`src/hdl/tlik_pkg.sv`:
```
// Shared constants, types and the arctangent table of the two-link leg solver.
package tlik_pkg;

   localparam int CORDIC_STEPS = 16;
   localparam int SQRT_STAGES  = 32;
   localparam int ANGLE_W      = 28;
   localparam int CORDIC_W     = 34;
   localparam logic signed [ANGLE_W-1:0] HALF_PI_Q24 = 28'sd26353589;

   localparam logic [1:0] CSR_UPPER_LEN = 2'd0;
   localparam logic [1:0] CSR_LOWER_LEN = 2'd1;
   localparam logic [1:0] CSR_HIP_OFF   = 2'd2;
   localparam logic [1:0] CSR_KNEE_OFF  = 2'd3;

   typedef logic signed [ANGLE_W-1:0] angle_type;

   // sideband that rides along the pipeline with each request
   typedef struct packed {
      logic signed [17:0] x;
      logic signed [17:0] y;
      logic               up;
      logic               fail;
   } side_type;

   // atan(2^-i) in Q24 radians
   function automatic angle_type atan_q24(input int i);
      angle_type a;
      case (i)
         0:  a = 28'sd13176795;
         1:  a = 28'sd7778716;
         2:  a = 28'sd4110060;
         3:  a = 28'sd2086331;
         4:  a = 28'sd1047214;
         5:  a = 28'sd524117;
         6:  a = 28'sd262123;
         7:  a = 28'sd131069;
         8:  a = 28'sd65536;
         9:  a = 28'sd32768;
         10: a = 28'sd16384;
         11: a = 28'sd8192;
         12: a = 28'sd4096;
         13: a = 28'sd2048;
         14: a = 28'sd1024;
         15: a = 28'sd512;
         16: a = 28'sd256;
         17: a = 28'sd128;
         18: a = 28'sd64;
         19: a = 28'sd32;
         20: a = 28'sd16;
         21: a = 28'sd8;
         22: a = 28'sd4;
         23: a = 28'sd2;
         default: a = '0;
      endcase
      return a;
   endfunction

endpackage

```
`src/hdl/tlik_cordic.sv`:
```
// Pipelined vectoring CORDIC giving atan2(y, x) in Q24 radians.
module tlik_cordic (
   input  logic                      clock,
   input  logic                      enable,
   input  logic signed [31:0]        in_x,
   input  logic signed [31:0]        in_y,
   output logic signed [tlik_pkg::ANGLE_W-1:0] angle
);
   import tlik_pkg::*;

   logic signed [CORDIC_W-1:0] x_ff [CORDIC_STEPS+1];
   logic signed [CORDIC_W-1:0] y_ff [CORDIC_STEPS+1];
   angle_type                  z_ff [CORDIC_STEPS+1];
   logic                       zero_ff [CORDIC_STEPS+1];

   logic signed [CORDIC_W-1:0] wx, wy;
   assign wx = CORDIC_W'(in_x);
   assign wy = CORDIC_W'(in_y);

   // fold the left half plane onto the right one
   always_ff @(posedge clock) begin
      if (enable) begin
         zero_ff[0] <= (in_x == '0) && (in_y == '0);
         if (wx < 0) begin
            if (wy >= 0) begin
               x_ff[0] <= wy;
               y_ff[0] <= -wx;
               z_ff[0] <= HALF_PI_Q24;
            end else begin
               x_ff[0] <= -wy;
               y_ff[0] <= wx;
               z_ff[0] <= -HALF_PI_Q24;
            end
         end else begin
            x_ff[0] <= wx;
            y_ff[0] <= wy;
            z_ff[0] <= '0;
         end
      end
   end

   for (genvar i = 0; i < CORDIC_STEPS; i++) begin : g_iter
      logic signed [CORDIC_W-1:0] dx, dy;
      assign dx = y_ff[i] >>> i;
      assign dy = x_ff[i] >>> i;
      always_ff @(posedge clock) begin
         if (enable) begin
            zero_ff[i+1] <= zero_ff[i];
            if (y_ff[i] >= 0) begin
               x_ff[i+1] <= x_ff[i] + dx;
               y_ff[i+1] <= y_ff[i] - dy;
               z_ff[i+1] <= z_ff[i] + atan_q24(i);
            end else begin
               x_ff[i+1] <= x_ff[i] - dx;
               y_ff[i+1] <= y_ff[i] + dy;
               z_ff[i+1] <= z_ff[i] - atan_q24(i);
            end
         end
      end
   end

   assign angle = zero_ff[CORDIC_STEPS] ? '0 : z_ff[CORDIC_STEPS];

endmodule

```
`config.mk`:
```
export PLATFORM = sky130hd
export DESIGN_NAME = tlik_cordic
export DESIGN_NICKNAME = d
export VERILOG_FILES = /design/src/hdl/tlik_pkg.sv /design/src/hdl/tlik_cordic.sv
export SDC_FILE = /design/constraint.sdc
export NUM_CORES = 2
export LEC_CHECK = 0
export BUFFER_PORTS_ARGS = -buffer_cell sky130_fd_sc_hd__buf_2
export CORE_AREA = 2 2 420 422
export CTS_BUF_LIST = sky130_fd_sc_hd__clkbuf_2 sky130_fd_sc_hd__clkbuf_4 sky130_fd_sc_hd__clkbuf_8
export DETAILED_ROUTE_END_ITERATION = 16
export DIE_AREA = 0 0 422 424
export GPL_TIMING_DRIVEN = 0
export PLACE_DENSITY = 0.83
export SYNTH_ARGS = -nofsm -noshare
export SYNTH_HDL_FRONTEND = slang
export SYNTH_SLANG_ARGS = --single-unit
```
`constraint.sdc`:
```
create_clock -name clock -period 16.6 [get_ports clock]
set_input_delay 3.32 -clock clock [delete_from_list [all_inputs] [get_ports clock]]
set_output_delay 3.32 -clock clock [all_outputs]
set_load 0.02 [all_outputs]
```
Word-level counts from Yosys, hierarchy flattened

Memories as Yosys holds them, arrays and structs flattened.
Index checks and enable logic that the tools add are counted.

Add/sub/neg operators: 97
Multipliers: 0
Div/mod/pow operators: 0
Magnitude comparators: 18
Equal/unequal tests: 0
Shifts and indexed selects: 0
Mux-type cells: 164
Bitwise logic cells: 54
Reduce and logical (&&, ||, !) cells: 3

Operators by type and width:

| kind                  | count |
|---|---|
| $mux W34              | 36 |
| $ge A34 B1 Y1 const B | 16 |
| $mux W28              | 19 |
| $mux W1               | 109 |
| $add A34 B19 Y34      | 2 |
| $add A34 B20 Y34      | 2 |
| $add A34 B21 Y34      | 2 |
| $add A34 B22 Y34      | 2 |
| $add A34 B23 Y34      | 2 |
| $add A34 B24 Y34      | 2 |
| $add A34 B25 Y34      | 2 |
| $add A34 B26 Y34      | 2 |
| $add A34 B27 Y34      | 2 |
| $add A34 B28 Y34      | 2 |
| $add A34 B29 Y34      | 2 |
| $add A34 B30 Y34      | 2 |
| $add A34 B31 Y34      | 2 |
| $add A34 B32 Y34      | 2 |
| $add A34 B33 Y34      | 2 |
| $neg A32 Y34          | 2 |
| $sub A34 B19 Y34      | 2 |
| $sub A34 B20 Y34      | 2 |
| $sub A34 B21 Y34      | 2 |
| $sub A34 B22 Y34      | 2 |
| other kinds (48)      | 116 |

Flip-flop bits (word level): 0
Latch bits: 0
Bits in writable memories: 1649
Memory bits (read-only): 0
Word-level logic and storage cells: 340
Memories kept: 4

Memory list:

| name    | words | bits a word | read ports | clocked after memory_dff | wr ports | line              | RTL |
|---|---|---|---|---|---|---|---|
| x_ff    | 17    | 34          | 16         | 0                        | 17       | tlik_cordic.sv:11 | `logic signed [CORDIC_W-1:0] x_ff [CORDIC_STEPS+1];` |
| y_ff    | 17    | 34          | 16         | 0                        | 17       | tlik_cordic.sv:12 | `logic signed [CORDIC_W-1:0] y_ff [CORDIC_STEPS+1];` |
| z_ff    | 17    | 28          | 17         | 0                        | 17       | tlik_cordic.sv:13 | `angle_type z_ff [CORDIC_STEPS+1];` |
| zero_ff | 17    | 1           | 17         | 0                        | 17       | tlik_cordic.sv:14 | `logic zero_ff [CORDIC_STEPS+1];` |

Logic depth before layout (Yosys ltp)

Depth after elaboration: 7
Gate-level depth with buffers: 22

Worst setup path after synthesis

OpenSTA, ideal clock, no wires.

Path kind: input to register
Start point: input enable
End point: memory y_ff[3][32] (data pin)
Data arrival time: 7.838 ns
Data required time: 16.342 ns
Path slack: 8.504 ns
Cell stages on the path: 20
Path through: clkbuf_1 clkbuf_1 clkbuf_1 nand2_1 inv_1 clkbuf_1 nor2_1 xor2_1 ha_1 nor2b_1 o31ai_1 a21oi_1 nor2_1 o31ai_1 a41oi_1 o21ai_0 a21o_1 or4b_2 a31oi_1 xnor2_1

RTL lines:

| item               | line              | RTL |
|---|---|---|
| start: declaration | tlik_cordic.sv:4  | `input logic enable,` |
| end: declaration   | tlik_cordic.sv:12 |  |

==> results.cfg <==
[clocking]
tritoncts_num_sinks = 1474
post_cts.resized_instances = 0
clock_latency_ns = 1.08
post_cts.repair.setup_buffers = 0
total_clock_buffers_created_by_cts = 275
clk_pin_slew_ns = 0.06
cts.root.buffer_cell = sky130_fd_sc_hd__clkbuf_8
cts_buffer_depth = 4
hold_buffers = 0
cts_tree = built
cts-htree-levels = 5

[critical_path]
critPathLaunchType = primary input
critPathRequiredTime_ns = 17.39
path_max_fanout = 20
rr_worst_depth = 18
startpoint = enable
setup.worst_path.end_class = flip-flop
critical_path.reg2reg.startpoint = y_ff[9][33]$_DFFE_PP_
r2r_slack_ns = 10.10
timing.rr.end = x_ff[10][32]$_DFFE_PP_
setup.worst_path.class = in -> reg
signal_arrival_time_at_the_worst_endpoint_ns = 11.98

[drt]
route.detailed.drc = 0
dr_total_vias = 101000
drt_first_pass_iters = 9
route.detailed.vias_per_inst = 6.45
route.detailed.wl_per_inst_um = 21.3
final_antenna_net_count = 0
detail_route.iter0.violations = 9753
drt-total-wl_mm = 332

[floorplan]
chipHeight_um = 424
fp.dieArea_um2 = 179000
io_pins = 94
initial_core_utilization_pct = 69.3
num_rows = 154
die_w_um = 422
core_area_um2 = 175000

[cells_and_area]
syn2layout_area_growth_pct = 7.58
finalInstanceArea_um2 = 130000
fillers = 12500
design.final.nets = 14500
layout-drive-gt1-share_pct = 5.00

[worst_hold_path]
depth_of_the_worst_hold_timing_path = 0
worstHoldStart = z_ff[8][7]$_DFFE_PP_
hold_path_class = reg -> reg
hold_end = z_ff[9][7]$_DFFE_PP_

[synthesis]
postSynthRegisterBits = 1474
post_synth_most_frequent_cells = sky130_fd_sc_hd__edfxtp_1, sky130_fd_sc_hd__ha_1, sky130_fd_sc_hd__a21oi_1
synth_simple_gate_area_share_pct = 13.4
yosys_top_cell_by_area = sky130_fd_sc_hd__edfxtp_1
synth_xor_area_share_pct = 12.8
synthesized_area_fraction_occupied_by_ao_oa_aoi_and_oai_cells_pct = 20.0
synth.top_cell.area_share_pct = 36.5
yosysWarnings = 0
share_of_synthesized_cell_area_in_full_adder_half_adder_and_majority_cells_pct = 14.3
async_reset_ff_share_pct = 0
synth_enable_flop_cells = 1474
mappedNetlistNets = 14100
synthesis.instances = 12700
synth_flop_cell = sky130_fd_sc_hd__edfxtp_1
synth_sequential_area_ratio_pct = 36.5
main_combinational_cell_family_by_area_after_synthesis = compound AO/OA/AOI/OAI gates
syn-cell-area_um2 = 121000
netlist_top_cells_area = sky130_fd_sc_hd__edfxtp_1, sky130_fd_sc_hd__ha_1, sky130_fd_sc_hd__xnor2_1
syn_avg_cell_area_um2 = 9.56
synth_mux_area_share_pct = 0.398
synth.distinct_cells = 89
synth_most_common_cell = sky130_fd_sc_hd__edfxtp_1

[sta]
timing.clock.skew_ns = 0.0865
timing.setup.tns_ns = 0
report.final.slew_viol_count = 21
maxSlewHeadroom_pct = -2.22
fin_crit_sh_pct = 67.4
rsz0062_at_grt = no
timing_worst_slew_pin_value_ns = 1.53
report.final.setup_viol = 0
fin_crit_ns = 11.19
hold_violations = 0
max_freq_mhz = 89.3

[global_routing]
first_global_vias = 96500
global_route_wire_length_before_repair_mm = 514
gr_overflow_total = 0
initial_antenna_violation_count = 6
pin_count_of_the_biggest_net_entering_global_routing = 72
grt_util_all_layers_pct = 35.8

[job]
max_cap_violations = 1

[placement]
portBuffers = 93
hpwl_mm = 260
gp_congestion = 1.02
placed_cell_areas_um2 = 125000

[status]
run_status = finished, violations left
violated_checks = max-capacitance violations, max-slew violations
-- how the worst max path moves through the flow --
stage	slack [ns]	depth (start not counted)	endpoint
2_1_floorplan	8.50	20	y_ff[3][32]$_DFFE_PP_
3_3_place_gp	2.66	21	y_ff[9][33]$_DFFE_PP_
3_5_place_dp	4.65	21	y_ff[9][33]$_DFFE_PP_
4_1_cts	5.72	21	y_ff[9][33]$_DFFE_PP_
5_1_grt	5.25	21	x_ff[6][33]$_DFFE_PP_
6_report	5.41	21	x_ff[10][32]$_DFFE_PP_
-- sequential cells by signal, indices dropped and copies added (netlist names) --
| register | cells |
|---|---|
| zero_ff | 17 |
| z_ff | 451 |
| x_ff | 496 |
| y_ff | 510 |
-- metal layers --
layer	GRT usage, %	routed length (µm)
met5	0	13
met4	20.7	20700
met3	5.69	24800
met2	59.9	157000
met1	43.9	130000
-- through the flow --
step / worst slack [ns] / hold slack [ns] / instances / utilization, %
floorplan: 8.50 / 0.400 / 12700 / -
global placement: 2.66 / 0.401 / 15100 / 71.2
detailed placement: 4.65 / 0.405 / 15100 / 71.5
CTS: 5.72 / 0.403 / 15600 / 74.5
global route: 5.25 / 0.411 / 15600 / 74.5
finish: 5.41 / 0.404 / 15600 / 74.5
-- placed cells by master (no fill, tap or decap), drive strengths merged, types with 196 or more instances in the layout --
cell	netlist	routed
edfxtp	1474	1474
ha	1312	1312
a21oi	1208	1208
xnor2	1149	1149
nor2	1008	1008
o21ai	814	814
nand2	775	775
inv	622	623
xor2	617	617
clkbuf	217	548
a21o	512	512
nor3	279	279
nand2b	254	254
nor2b	227	227
o21a	196	196
-- critical path: stages --
cell and delay [ns]:
sky130_fd_sc_hd__buf_2 0.33, sky130_fd_sc_hd__clkbuf_2 0.68, sky130_fd_sc_hd__clkbuf_2 0.92, sky130_fd_sc_hd__clkbuf_2 0.86, sky130_fd_sc_hd__nand2_1 0.40, sky130_fd_sc_hd__inv_2 0.41, sky130_fd_sc_hd__buf_1 1.10, sky130_fd_sc_hd__nor2_1 0.21
sky130_fd_sc_hd__xnor2_1 0.21, sky130_fd_sc_hd__ha_1 0.33, sky130_fd_sc_hd__nor2b_1 0.15, sky130_fd_sc_hd__o21a_1 0.18, sky130_fd_sc_hd__a31o_2 0.25, sky130_fd_sc_hd__o41ai_1 0.61, sky130_fd_sc_hd__o31a_1 0.29, sky130_fd_sc_hd__a311oi_1 0.21
sky130_fd_sc_hd__a311oi_1 0.53, sky130_fd_sc_hd__o21ai_0 0.20, sky130_fd_sc_hd__a21o_1 0.24, sky130_fd_sc_hd__a311oi_1 0.36, sky130_fd_sc_hd__xnor2_1 0.11
-- kinds of logic (layout without fill, tap and decap cells) --
| family | after synthesis | after routing |
|---|---|---|
| xor gates and xnor gates | 1766 | 1766 |
| adders and majority gates | 1356 | 1356 |
| other | 0 | 15 |
| and+or+nand+nor | 3352 | 3352 |
| buffers and inverters | 872 | 1435 |
| muxes | 46 | 46 |
| DFF | 1474 | 1474 |
| AOI/OAI and AO/OA | 3820 | 3820 |
-- layout make-up --
cell class,count,area (µm²),share of cell area [%]
inverters,634,2380,1.82
clock inverters,126,1040,0.800
plain buffers,238,982,0.753
repair buffers,108,866,0.664
multi-input cells,10300,73700,56.5
well taps,2340,2930,2.25
diodes,15,37.5,0.0288
clock buffers,329,4230,3.25
flip-flops and latches,1474,44300,33.9
Power is left out: the tool's default activity adds up to more than one toggle a clock period on the data nets, which glitch-free logic cannot reach.
